--- src/rtl/core/tcbl_pkg.sv ---
`default_nettype none

package tcbl_pkg;

    typedef struct packed {
        logic [7:0] red;
        logic [7:0] green;
        logic [7:0] blue;
    } t_rgb;

    localparam logic [1:0] KIND_FRAME = 2'd0;
    localparam logic [1:0] KIND_BASE  = 2'd1;
    localparam logic [1:0] KIND_THR   = 2'd2;

    localparam logic [1:0] COMP_RED   = 2'd0;
    localparam logic [1:0] COMP_GREEN = 2'd1;
    localparam logic [1:0] COMP_BLUE  = 2'd2;

    localparam int          RAMP_STEPS   = 50;
    localparam logic [5:0]  RAMP_MAX     = 6'(RAMP_STEPS);
    localparam int          RECIP_SHIFT  = 20;
    localparam logic [14:0] RECIP        = 15'((2**RECIP_SHIFT + RAMP_STEPS - 1) / RAMP_STEPS);

    localparam logic [7:0]  BASE_RESET   = 8'd150;
    localparam int          PRESET_COUNT = 5;
    localparam t_rgb        PRESET [PRESET_COUNT] = '{
        '{8'd255, 8'd0,   8'd0},
        '{8'd0,   8'd255, 8'd0},
        '{8'd0,   8'd0,   8'd255},
        '{8'd255, 8'd255, 8'd0},
        '{8'd255, 8'd0,   8'd255}
    };

    localparam int          REG_GROUP_COUNT = 0;
    localparam int          REG_THR_COUNT   = 1;

endpackage

`default_nettype wire

--- src/rtl/core/threshold_color_breathing_led.sv ---
// Write requests (base color, threshold entry) and ignored kinds leave the FSM idle.
// A frame request scans the active thresholds from the top; a match sends out
// that threshold's color, else breathing mode scales each base component by the step.
// Requests are taken only in idle; a result stalled by i_ready
// holds off the next request. One comparator and one multiplier are shared.
// Synchronous active-low reset restores the tables, registers and ramp state.
`default_nettype none

module threshold_color_breathing_led #(
    parameter int GROUP_ENTRIES     = 15,
    parameter int THRESHOLD_ENTRIES = 10
) (
    input  wire logic        i_clk,
    input  wire logic        i_rst_n,
    input  wire logic        i_psel,
    input  wire logic        i_penable,
    input  wire logic        i_pwrite,
    input  wire logic [2:0]  i_paddr,
    input  wire logic [31:0] i_pwdata,
    output logic      [31:0] o_prdata,
    output logic             o_pready,
    input  wire logic        i_valid,
    output logic             o_ready,
    input  wire logic [1:0]  i_kind,
    input  wire logic [15:0] i_sensor_sample,
    input  wire logic [3:0]  i_entry_index,
    input  wire logic [15:0] i_threshold_level,
    input  wire logic [7:0]  i_red_in,
    input  wire logic [7:0]  i_green_in,
    input  wire logic [7:0]  i_blue_in,
    output logic             o_valid,
    input  wire logic        i_ready,
    output logic      [7:0]  o_red_out,
    output logic      [7:0]  o_green_out,
    output logic      [7:0]  o_blue_out,
    output logic             o_threshold_mode,
    output logic      [3:0]  o_matched_threshold,
    output logic      [3:0]  o_active_group,
    output logic      [5:0]  o_ramp_step
);

    localparam int GCW = $clog2(GROUP_ENTRIES + 1);
    localparam int GIW = (GROUP_ENTRIES > 1) ? $clog2(GROUP_ENTRIES) : 1;
    localparam int TCW = $clog2(THRESHOLD_ENTRIES + 1);
    localparam int TIW = (THRESHOLD_ENTRIES > 1) ? $clog2(THRESHOLD_ENTRIES) : 1;

    localparam logic [2:0] ST_IDLE = 3'd0;
    localparam logic [2:0] ST_SCAN = 3'd1;
    localparam logic [2:0] ST_MUL  = 3'd2;
    localparam logic [2:0] ST_DIV  = 3'd3;
    localparam logic [2:0] ST_OUT  = 3'd4;

    logic [3:0]         r_grp_count;
    logic [3:0]         r_thr_count;

    tcbl_pkg::t_rgb     r_base    [GROUP_ENTRIES];
    logic [15:0]        r_thr_lvl [THRESHOLD_ENTRIES];
    tcbl_pkg::t_rgb     r_thr_col [THRESHOLD_ENTRIES];

    logic [2:0]         r_state;
    logic [15:0]        r_sample;
    logic [TCW-1:0]     r_idx;
    logic [TIW-1:0]     r_match;
    logic               r_found;
    logic [1:0]         r_k;
    logic [13:0]        r_acc;
    tcbl_pkg::t_rgb     r_col;

    logic [GIW-1:0]     r_grp;
    logic [5:0]         r_step;
    logic               r_falling;
    logic               r_last_mode;

    logic               r_out_valid;
    tcbl_pkg::t_rgb     r_out_col;
    logic               r_out_mode;
    logic [3:0]         r_out_match;
    logic [3:0]         r_out_group;
    logic [5:0]         r_out_step;

    logic [GCW-1:0]     w_ngroups;
    logic [TCW-1:0]     w_nthr;
    logic               w_cfg_wr;
    logic               w_accept;
    logic [TIW-1:0]     w_scan_addr;
    logic               w_hit;
    logic [7:0]         w_base_comp;
    logic [13:0]        w_op_a;
    logic [14:0]        w_op_b;
    logic [28:0]        w_mul;
    logic               w_out_load;
    logic [GCW-1:0]     w_grp_inc;
    logic [5:0]         n_step;
    logic               n_falling;
    logic [GIW-1:0]     n_grp;

    assign w_ngroups = (7'(r_grp_count) > 7'(GROUP_ENTRIES)) ? GCW'(GROUP_ENTRIES)
                                                             : GCW'(r_grp_count);
    assign w_nthr    = (7'(r_thr_count) > 7'(THRESHOLD_ENTRIES)) ? TCW'(THRESHOLD_ENTRIES)
                                                                 : TCW'(r_thr_count);

    assign w_cfg_wr  = i_psel && i_penable && i_pwrite;
    assign o_pready  = 1'b1;
    assign o_prdata  = i_paddr[2] ? {28'd0, r_thr_count} : {28'd0, r_grp_count};

    assign o_ready   = (r_state == ST_IDLE);
    assign w_accept  = i_valid && o_ready;

    assign w_scan_addr = TIW'(r_idx - TCW'(1));
    assign w_hit       = (r_idx != '0) && (r_sample >= r_thr_lvl[w_scan_addr]);

    always_comb begin
        case (r_k)
            tcbl_pkg::COMP_RED:   w_base_comp = r_base[r_grp].red;
            tcbl_pkg::COMP_GREEN: w_base_comp = r_base[r_grp].green;
            default:              w_base_comp = r_base[r_grp].blue;
        endcase
    end

    // shared multiplier: scale by step, then multiply by reciprocal to divide by RAMP_STEPS
    assign w_op_a = (r_state == ST_MUL) ? 14'(w_base_comp) : r_acc;
    assign w_op_b = (r_state == ST_MUL) ? 15'(r_step) : tcbl_pkg::RECIP;
    assign w_mul  = w_op_a * w_op_b;

    assign w_out_load = (r_state == ST_OUT) && (!r_out_valid || i_ready);
    assign w_grp_inc  = GCW'(r_grp) + GCW'(1);

    always_comb begin
        n_step    = r_step;
        n_falling = r_falling;
        n_grp     = r_grp;
        if (r_found) begin
            n_step    = tcbl_pkg::RAMP_MAX;
            n_falling = 1'b0;
        end else if (!r_falling) begin
            if (r_step + 6'd1 >= tcbl_pkg::RAMP_MAX) begin
                n_step    = tcbl_pkg::RAMP_MAX;
                n_falling = 1'b1;
            end else begin
                n_step = r_step + 6'd1;
            end
        end else begin
            if (r_step > 6'd1) begin
                n_step = r_step - 6'd1;
            end else begin
                n_step    = 6'd0;
                n_falling = 1'b0;
                n_grp     = (w_grp_inc >= w_ngroups) ? '0 : GIW'(w_grp_inc);
            end
        end
    end

    always_ff @(posedge i_clk) begin
        if (!i_rst_n) begin
            r_grp_count <= 4'd15;
            r_thr_count <= 4'd10;
        end else if (w_cfg_wr) begin
            if (i_paddr[2] == 1'(tcbl_pkg::REG_THR_COUNT)) begin
                r_thr_count <= i_pwdata[3:0];
            end else begin
                r_grp_count <= i_pwdata[3:0];
            end
        end
    end

    always_ff @(posedge i_clk) begin
        if (!i_rst_n) begin
            for (int g = 0; g < GROUP_ENTRIES; g++) begin
                r_base[g] <= '{tcbl_pkg::BASE_RESET, tcbl_pkg::BASE_RESET,
                               tcbl_pkg::BASE_RESET};
            end
            for (int t = 0; t < THRESHOLD_ENTRIES; t++) begin
                r_thr_lvl[t] <= 16'(200 * (t + 1));
                r_thr_col[t] <= (t < tcbl_pkg::PRESET_COUNT) ? tcbl_pkg::PRESET[t] : '0;
            end
        end else if (w_accept) begin
            unique case (i_kind)
                tcbl_pkg::KIND_BASE: begin
                    if (7'(i_entry_index) < 7'(w_ngroups)) begin
                        r_base[GIW'(i_entry_index)] <= '{i_red_in, i_green_in, i_blue_in};
                    end
                end
                tcbl_pkg::KIND_THR: begin
                    if (7'(i_entry_index) < 7'(w_nthr)) begin
                        r_thr_lvl[TIW'(i_entry_index)] <= i_threshold_level;
                        r_thr_col[TIW'(i_entry_index)] <= '{i_red_in, i_green_in, i_blue_in};
                    end
                end
                default: begin
                end
            endcase
        end
    end

    always_ff @(posedge i_clk) begin
        if (!i_rst_n) begin
            r_state     <= ST_IDLE;
            r_grp       <= '0;
            r_step      <= 6'd0;
            r_falling   <= 1'b0;
            r_last_mode <= 1'b0;
            r_out_valid <= 1'b0;
            r_found     <= 1'b0;
            r_idx       <= '0;
            r_k         <= tcbl_pkg::COMP_RED;
        end else begin
            if (w_out_load) begin
                r_out_valid <= 1'b1;
            end else if (i_ready) begin
                r_out_valid <= 1'b0;
            end
            unique case (r_state)
                ST_IDLE: begin
                    if (w_accept && (i_kind == tcbl_pkg::KIND_FRAME)) begin
                        r_sample <= i_sensor_sample;
                        r_idx    <= w_nthr;
                        if (GCW'(r_grp) >= w_ngroups) begin
                            r_grp <= '0;
                        end
                        r_state  <= ST_SCAN;
                    end
                end
                ST_SCAN: begin
                    if (w_hit) begin
                        r_found     <= 1'b1;
                        r_match     <= w_scan_addr;
                        r_last_mode <= 1'b1;
                        r_col       <= r_thr_col[w_scan_addr];
                        r_state     <= ST_OUT;
                    end else if (r_idx <= TCW'(1)) begin
                        r_found     <= 1'b0;
                        r_match     <= '0;
                        r_last_mode <= 1'b0;
                        if (r_last_mode) begin
                            r_step    <= 6'd0;
                            r_falling <= 1'b0;
                        end
                        r_k         <= tcbl_pkg::COMP_RED;
                        r_state     <= ST_MUL;
                    end else begin
                        r_idx <= r_idx - TCW'(1);
                    end
                end
                ST_MUL: begin
                    r_acc   <= w_mul[13:0];
                    r_state <= ST_DIV;
                end
                ST_DIV: begin
                    case (r_k)
                        tcbl_pkg::COMP_RED:   r_col.red   <= w_mul[tcbl_pkg::RECIP_SHIFT +: 8];
                        tcbl_pkg::COMP_GREEN: r_col.green <= w_mul[tcbl_pkg::RECIP_SHIFT +: 8];
                        default:              r_col.blue  <= w_mul[tcbl_pkg::RECIP_SHIFT +: 8];
                    endcase
                    if (r_k == tcbl_pkg::COMP_BLUE) begin
                        r_state <= ST_OUT;
                    end else begin
                        r_k     <= r_k + 2'd1;
                        r_state <= ST_MUL;
                    end
                end
                ST_OUT: begin
                    if (w_out_load) begin
                        r_step      <= n_step;
                        r_falling   <= n_falling;
                        r_grp       <= n_grp;
                        r_state     <= ST_IDLE;
                    end
                end
                default: begin
                    r_state <= ST_IDLE;
                end
            endcase
        end
    end

    always_ff @(posedge i_clk) begin
        if (w_out_load) begin
            r_out_col   <= r_col;
            r_out_mode  <= r_found;
            r_out_match <= 4'(r_match);
            r_out_group <= 4'(r_grp);
            r_out_step  <= r_found ? tcbl_pkg::RAMP_MAX : r_step;
        end
    end

    assign o_valid             = r_out_valid;
    assign o_red_out           = r_out_col.red;
    assign o_green_out         = r_out_col.green;
    assign o_blue_out          = r_out_col.blue;
    assign o_threshold_mode    = r_out_mode;
    assign o_matched_threshold = r_out_match;
    assign o_active_group      = r_out_group;
    assign o_ramp_step         = r_out_step;

endmodule

`default_nettype wire

--- config.mk ---
export PLATFORM = sky130hd
export DESIGN_NAME = threshold_color_breathing_led
export DESIGN_NICKNAME = d
export VERILOG_FILES = /design/src/rtl/core/tcbl_pkg.sv /design/src/rtl/core/threshold_color_breathing_led.sv
export SDC_FILE = /design/constraint.sdc
export NUM_CORES = 2
export LEC_CHECK = 0
export BUFFER_PORTS_ARGS = -buffer_cell sky130_fd_sc_hd__buf_2
export CELL_PAD_IN_SITES_DETAIL_PLACEMENT = 1
export CELL_PAD_IN_SITES_GLOBAL_PLACEMENT = 1
export CORE_ASPECT_RATIO = 0.8
export CORE_UTILIZATION = 50
export DETAILED_ROUTE_END_ITERATION = 16
export GPL_ROUTABILITY_DRIVEN = 0
export PLACE_DENSITY = 0.87
export SLEW_MARGIN = 20
export SYNTH_ARGS = -nofsm -noshare
export SYNTH_HDL_FRONTEND = slang
export SYNTH_SLANG_ARGS = --single-unit
--- constraint.sdc ---
create_clock -name i_clk -period 9.5 [get_ports i_clk]
set_input_delay 0.95 -clock i_clk [delete_from_list [all_inputs] [get_ports i_clk]]
set_output_delay 0.95 -clock i_clk [all_outputs]
set_load 0.02 [all_outputs]
### After elaboration in Yosys (flattened, before gate mapping)

Memories as Yosys holds them, arrays and structs flattened. A register that Yosys moved wholly into a read port is not among the register bits.
Index checks and enable logic that the tools add are counted.

* register bits: 127
* logic and storage cells: 180
* bits in writable memories: 760
* memories kept: 3

* $mul: 1
* reductions and logical operators: 36
* bitwise logic cells: 1
* muxes and demuxes: 78
* add/sub/neg operators: 5
* equal/unequal tests: 24
* magnitude comparators: 9

Memory list
* r_base: words 15, width 24, read ports 1, clocked after memory_dff 1, wr ports 15, RTL line threshold_color_breathing_led.sv:56 `tcbl_pkg::t_rgb r_base [GROUP_ENTRIES];`
* r_thr_col: words 10, width 24, read ports 1, clocked after memory_dff 0, wr ports 10, RTL line threshold_color_breathing_led.sv:58 `tcbl_pkg::t_rgb r_thr_col [THRESHOLD_ENTRIES];`
* r_thr_lvl: words 10, width 16, read ports 1, clocked after memory_dff 0, wr ports 10, RTL line threshold_color_breathing_led.sv:57 `logic [15:0] r_thr_lvl [THRESHOLD_ENTRIES];`

Operators by type and width (number)
* $mux 4: 19
* $mux 24: 3
* $mux 6: 8
* $pmux 24 s2: 1
* $reduce_or 24->1: 2
* $mul 14x15->28: 1
* $mux 1: 26
* $mux 8: 3
* $ne 2x2->1 const B: 11
* $reduce_and 4->1: 5
* $ge 16x16->1: 1
* $mux 16: 1
* $pmux 4 s2: 2
* $pmux 8 s2: 1
* $reduce_or 16->1: 1
* $mux 15: 1
* $mux 3: 5
* $pmux 3 s5: 1
* $mux 14: 1
* $pmux 6 s2: 1
* $reduce_bool 2->1: 6
* $reduce_and 3->1: 3
* $ge 4x4->1: 2
* $lt 4x4->1: 2
* other kinds (30): 47

### Logic depth before layout (Yosys ltp)

* word-level depth: 10
* depth in mapped cells: 28
* mapped depth without buffers: 25

### Worst setup path before layout

Ideal clock, no wire load.

* path type: reg-to-reg
* from: register (tool-made name)
* to: register r_col[19] in the netlist's numbering, data pin
* stages on the path, launching flop included: 23
* path buffers: 2
* path slack: 2.485 ns
* arrival: 6.878 ns
* library setup time: 0.137 ns
* cell sequence: dfxtp_1 buf_2 buf_2 mux4_2 mux4_2 a21o_1 a31oi_1 fa_1 fa_1 inv_1 fa_1 inv_1 fa_1 fa_1 inv_1 fa_1 ha_1 nand4_1 or2_2 a311oi_1 o21ai_0 a211o_1 nand3_1

RTL lines
* end signal: assignment: RTL line threshold_color_breathing_led.sv:228 `r_col <= r_thr_col[w_scan_addr];`
* end: declaration: RTL line threshold_color_breathing_led.sv:67 `tcbl_pkg::t_rgb r_col;`

==> impl_metrics.yaml <==
outcome:
  status: "completed"
global_routing:
  overflow: 0
  grt_antenna_before_repair: 21
  track_usage_pct: 32.1
  grt_util_met2_pct: 52.3
  grt_pass1_vias: 38200
  grt_max_degree: 75
  top_usage_layer: "met2"
  use_met3_pct: 8.99
  grt_pass1_wl_mm: 263
  gr-usage-met1_pct: 40.5
timing:
  fin_setup_tns_ns: 0
  whs_ns: 0.387
  rsz0062_at_grt: "no"
  min_period_ns: 8.35
  period_share_pct: 87.9
  relSlewSlack_pct: 23.4
  worst_pin_slew_ns: 1.15
  hold_violations: 0
  maxSlewViolCount: 0
  finalSetupViolCount: 0
  timing.fmax_mhz: 120
  skew_ns: 0.0507
  finalWorstSetupSlack_ns: 1.15
yosys:
  ys_seq_elements: 1155
  ys_async_sr_fraction_pct: 0
  synth.cell_area_um2: 56100
  synth_cells: 3879
  synth-edff-count: 1121
  synth.distinct_cells: 76
  ys_warn_count: 0
  avgSynthCellArea_um2: 14.5
  synth_seq_area_share_pct: 61.2
  synth-main-ff-cell: "edfxtp_1"
cts:
  clockBufferDepth: 3
  cts_tree: "yes"
  cts_made_buffers: 110
  cts-root-buf: "clkbuf_16"
  cts.sinks: 1155
  hold_buffers: 0
  clk_pin_slew_worst_paths_ns: 0.07
  postCtsSetupBuffers: 0
  clock_latency_ns: 0.74
  ctsHtreeMaxLevel: 3
  cts_resized: 0
worst_setup_path:
  crit_fanout: 74
  crit_slowest_cell: "dfxtp_4"
  endpoint_kind: "register"
  r2r_end: "r_col[3]$_DFFE_PP_"
  slowest_delay_ns: 0.76
  start_kind: "register"
  reg2reg_depth: 23
  r2r_slack_ns: 1.15
  critPathRequiredTime_ns: 10.08
  crit_end: "r_col[3]$_DFFE_PP_"
  cp_data_arrival_time_ns: 8.93
  crit_type: "reg2reg"
  critical_path.most_common_cell: "fa_1"
  cp_cell_sequence: "buf_12 -> mux2i_1 -> a22oi_1 -> nand3_1 -> nand4_1 -> a21o_1 -> a31oi_1 -> fa_1 -> fa_1 -> inv_1 -> fa_1 -> inv_1 -> fa_1 -> fa_1 -> inv_1 -> fa_1 -> ha_1 -> nand4_1 -> or2_2 -> a311oi_1 -> o21ai_0 -> a211o_1 -> nand3_1"
routing:
  drt_wl_total_mm: 182
  dr.pass1.iters: 6
  routed_via_density: 6.54
  vias: 36400
  remaining_drc_errors: 0
  post_drt_wl_per_cell_um: 32.6
  drtAntennaViolNets: 0
  drtIter0Drc: 5041
floorplan:
  die_h_um: 302
  dieWidth_um: 377
  ios: 178
  initial_utilization_pct: 50.6
  core_area_um2: 111000
  rows: 109
  dieArea_um2: 114000
place:
  dp_hpwl_mm: 110
  portBuffers: 118
  placedCellCount: 5356
  place_ws_ns: 1.46
  place_area_um2: 58700
power:
  power_mw: 14.9
  p_leak_nw: 21.5
  powerDensity_nw_per_um2: 239
  ir_drop_uv: 358
final_layout:
  final_nets: 4326
  area_growth_pct: 11.0
  final_cells: 5570
  fillCellCount: 10500
  final_layout_size_suffix_gt1_share_pct: 17.4
  final_util_pct: 56.2
  finalInstanceArea_um2: 62300
hold_path:
  hold_class: "in2reg"
flow_run:
  drv_cap: 0
[report_power, final]
group	leakage (nW)	internal [mW]	switching (mW)
clock network	1.73	2.47	2.06
registers	10.8	5.70	0.0465
logic	9.02	1.67	2.92
total	21.5	9.84	5.03
[layout by cell type (no fill, tap or decap), drive strengths merged, types with 41 or more instances in the layout]
cell    count
nand3      77
nor2      183
mux4      219
clkbuf    141
nand2b    240
edfxtp   1121
fa         98
and2      325
o21ai      55
or3        41
clkinv     42
a21oi      53
conb       47
mux2i     163
and3       55
buf       229
nand2     200
ha        154
a22oi      68
inv       201
[kinds of logic (layout without fill, tap and decap cells)]
group / count (synthesis) / in the layout / share of synthesized area (%)
adder cells (fa/ha/maj): 252 / 252 / 6.93
AO/OA/AOI/OAI: 291 / 291 / 3.51
XOR/XNOR: 23 / 23 / 0.359
AND/OR/NAND/NOR: 1280 / 1280 / 12.6
multiplexers: 384 / 384 / 11.7
buffers and inverters: 492 / 631 / 3.64
flip-flops: 1155 / 1155 / 61.2
other: 2 / 56 / 0.0134
[state kept, by name, indices dropped and copies added (netlist names), 6 cells and up, named ones only]
register	count
o_red_out	8
r_acc	14
o_blue_out	8
r_col	24
r_base	384
o_ramp_step	6
r_thr_col	384
r_step	6
r_thr_lvl	256
o_green_out	8
r_sample	16
[final cells by class]
cell class	count	area (µm²)	share of cell area, %
multi-input cells	2277	20200	32.4
flip-flops and latches	1155	34400	55.1
clock inverters	64	663	1.06
clock buffers	141	2940	4.72
repair buffers	229	1500	2.41
inverters	197	739	1.19
diodes	9	22.5	0.0362
well taps	1498	1870	3.01
[Yosys cell counts, drive strengths merged (4+ instances only)]
master | count | area, µm²
a211o | 7 | 61.3
a211oi | 9 | 72.6
a21o | 15 | 113
a21oi | 53 | 265
a22oi | 68 | 510
a31o | 10 | 87.6
a31oi | 15 | 93.8
and2 | 325 | 2030
and3 | 55 | 344
buf | 90 | 533
clkbuf | 205 | 769
dfxtp | 34 | 681
edfxtp | 1121 | 33700
fa | 98 | 1960
ha | 154 | 1930
inv | 197 | 739
mux2i | 163 | 1630
mux4 | 219 | 4930
nand2 | 200 | 753
nand2b | 240 | 1500
nand3 | 77 | 385
nand3b | 17 | 128
nand4 | 36 | 225
nor2 | 183 | 694
nor2b | 18 | 113
nor3 | 30 | 176
nor3b | 4 | 30.0
nor4 | 14 | 155
o211ai | 11 | 82.6
o21a | 12 | 90.1
o21ai | 55 | 275
or2 | 26 | 163
or3 | 41 | 257
xnor2 | 18 | 158
xor2 | 5 | 43.8
[critical path, delay by kind of cell, from the launching register on]
family / cells / cell delay [ns]
mux: 1 / 0.17
simple gates: 5 / 0.93
buf+inv: 4 / 0.71
compound gates: 6 / 2.08
fa+ha+maj: 7 / 3.46
flops: 1 / 0.76
[how the worst min path moves through the flow]
| stage | cells after the start | start | slack (ns) | end |
|---|---|---|---|---|
| floorplan | 0 | r_col[0]$_DFFE_PP_ | 0.40 | o_blue_out[0]$_DFFE_PP_ |
| global route | 1 | i_sensor_sample[9] | 0.37 | r_sample[9]$_DFFE_PP_ |
| global placement | 0 | r_col[15]$_DFFE_PP_ | 0.41 | o_green_out[7]$_DFFE_PP_ |
| finish | 1 | i_sensor_sample[9] | 0.39 | r_sample[9]$_DFFE_PP_ |
| detailed placement | 0 | r_col[8]$_DFFE_PP_ | 0.41 | o_green_out[0]$_DFFE_PP_ |
| CTS | 1 | i_sensor_sample[9] | 0.36 | r_sample[9]$_DFFE_PP_ |
[layer usage]
layer | routed length (µm) | share of wire, % | vias up
met2 | 86800 | 48 | 2728
li1 | - | - | 14400
met1 | 64800 | 36 | 18700
met3 | 21800 | 12 | 598
met5 | 131 | 0.072 | -
met4 | 8200 | 4.5 | 18
Note: power is estimated with default switching activity, not from simulation.
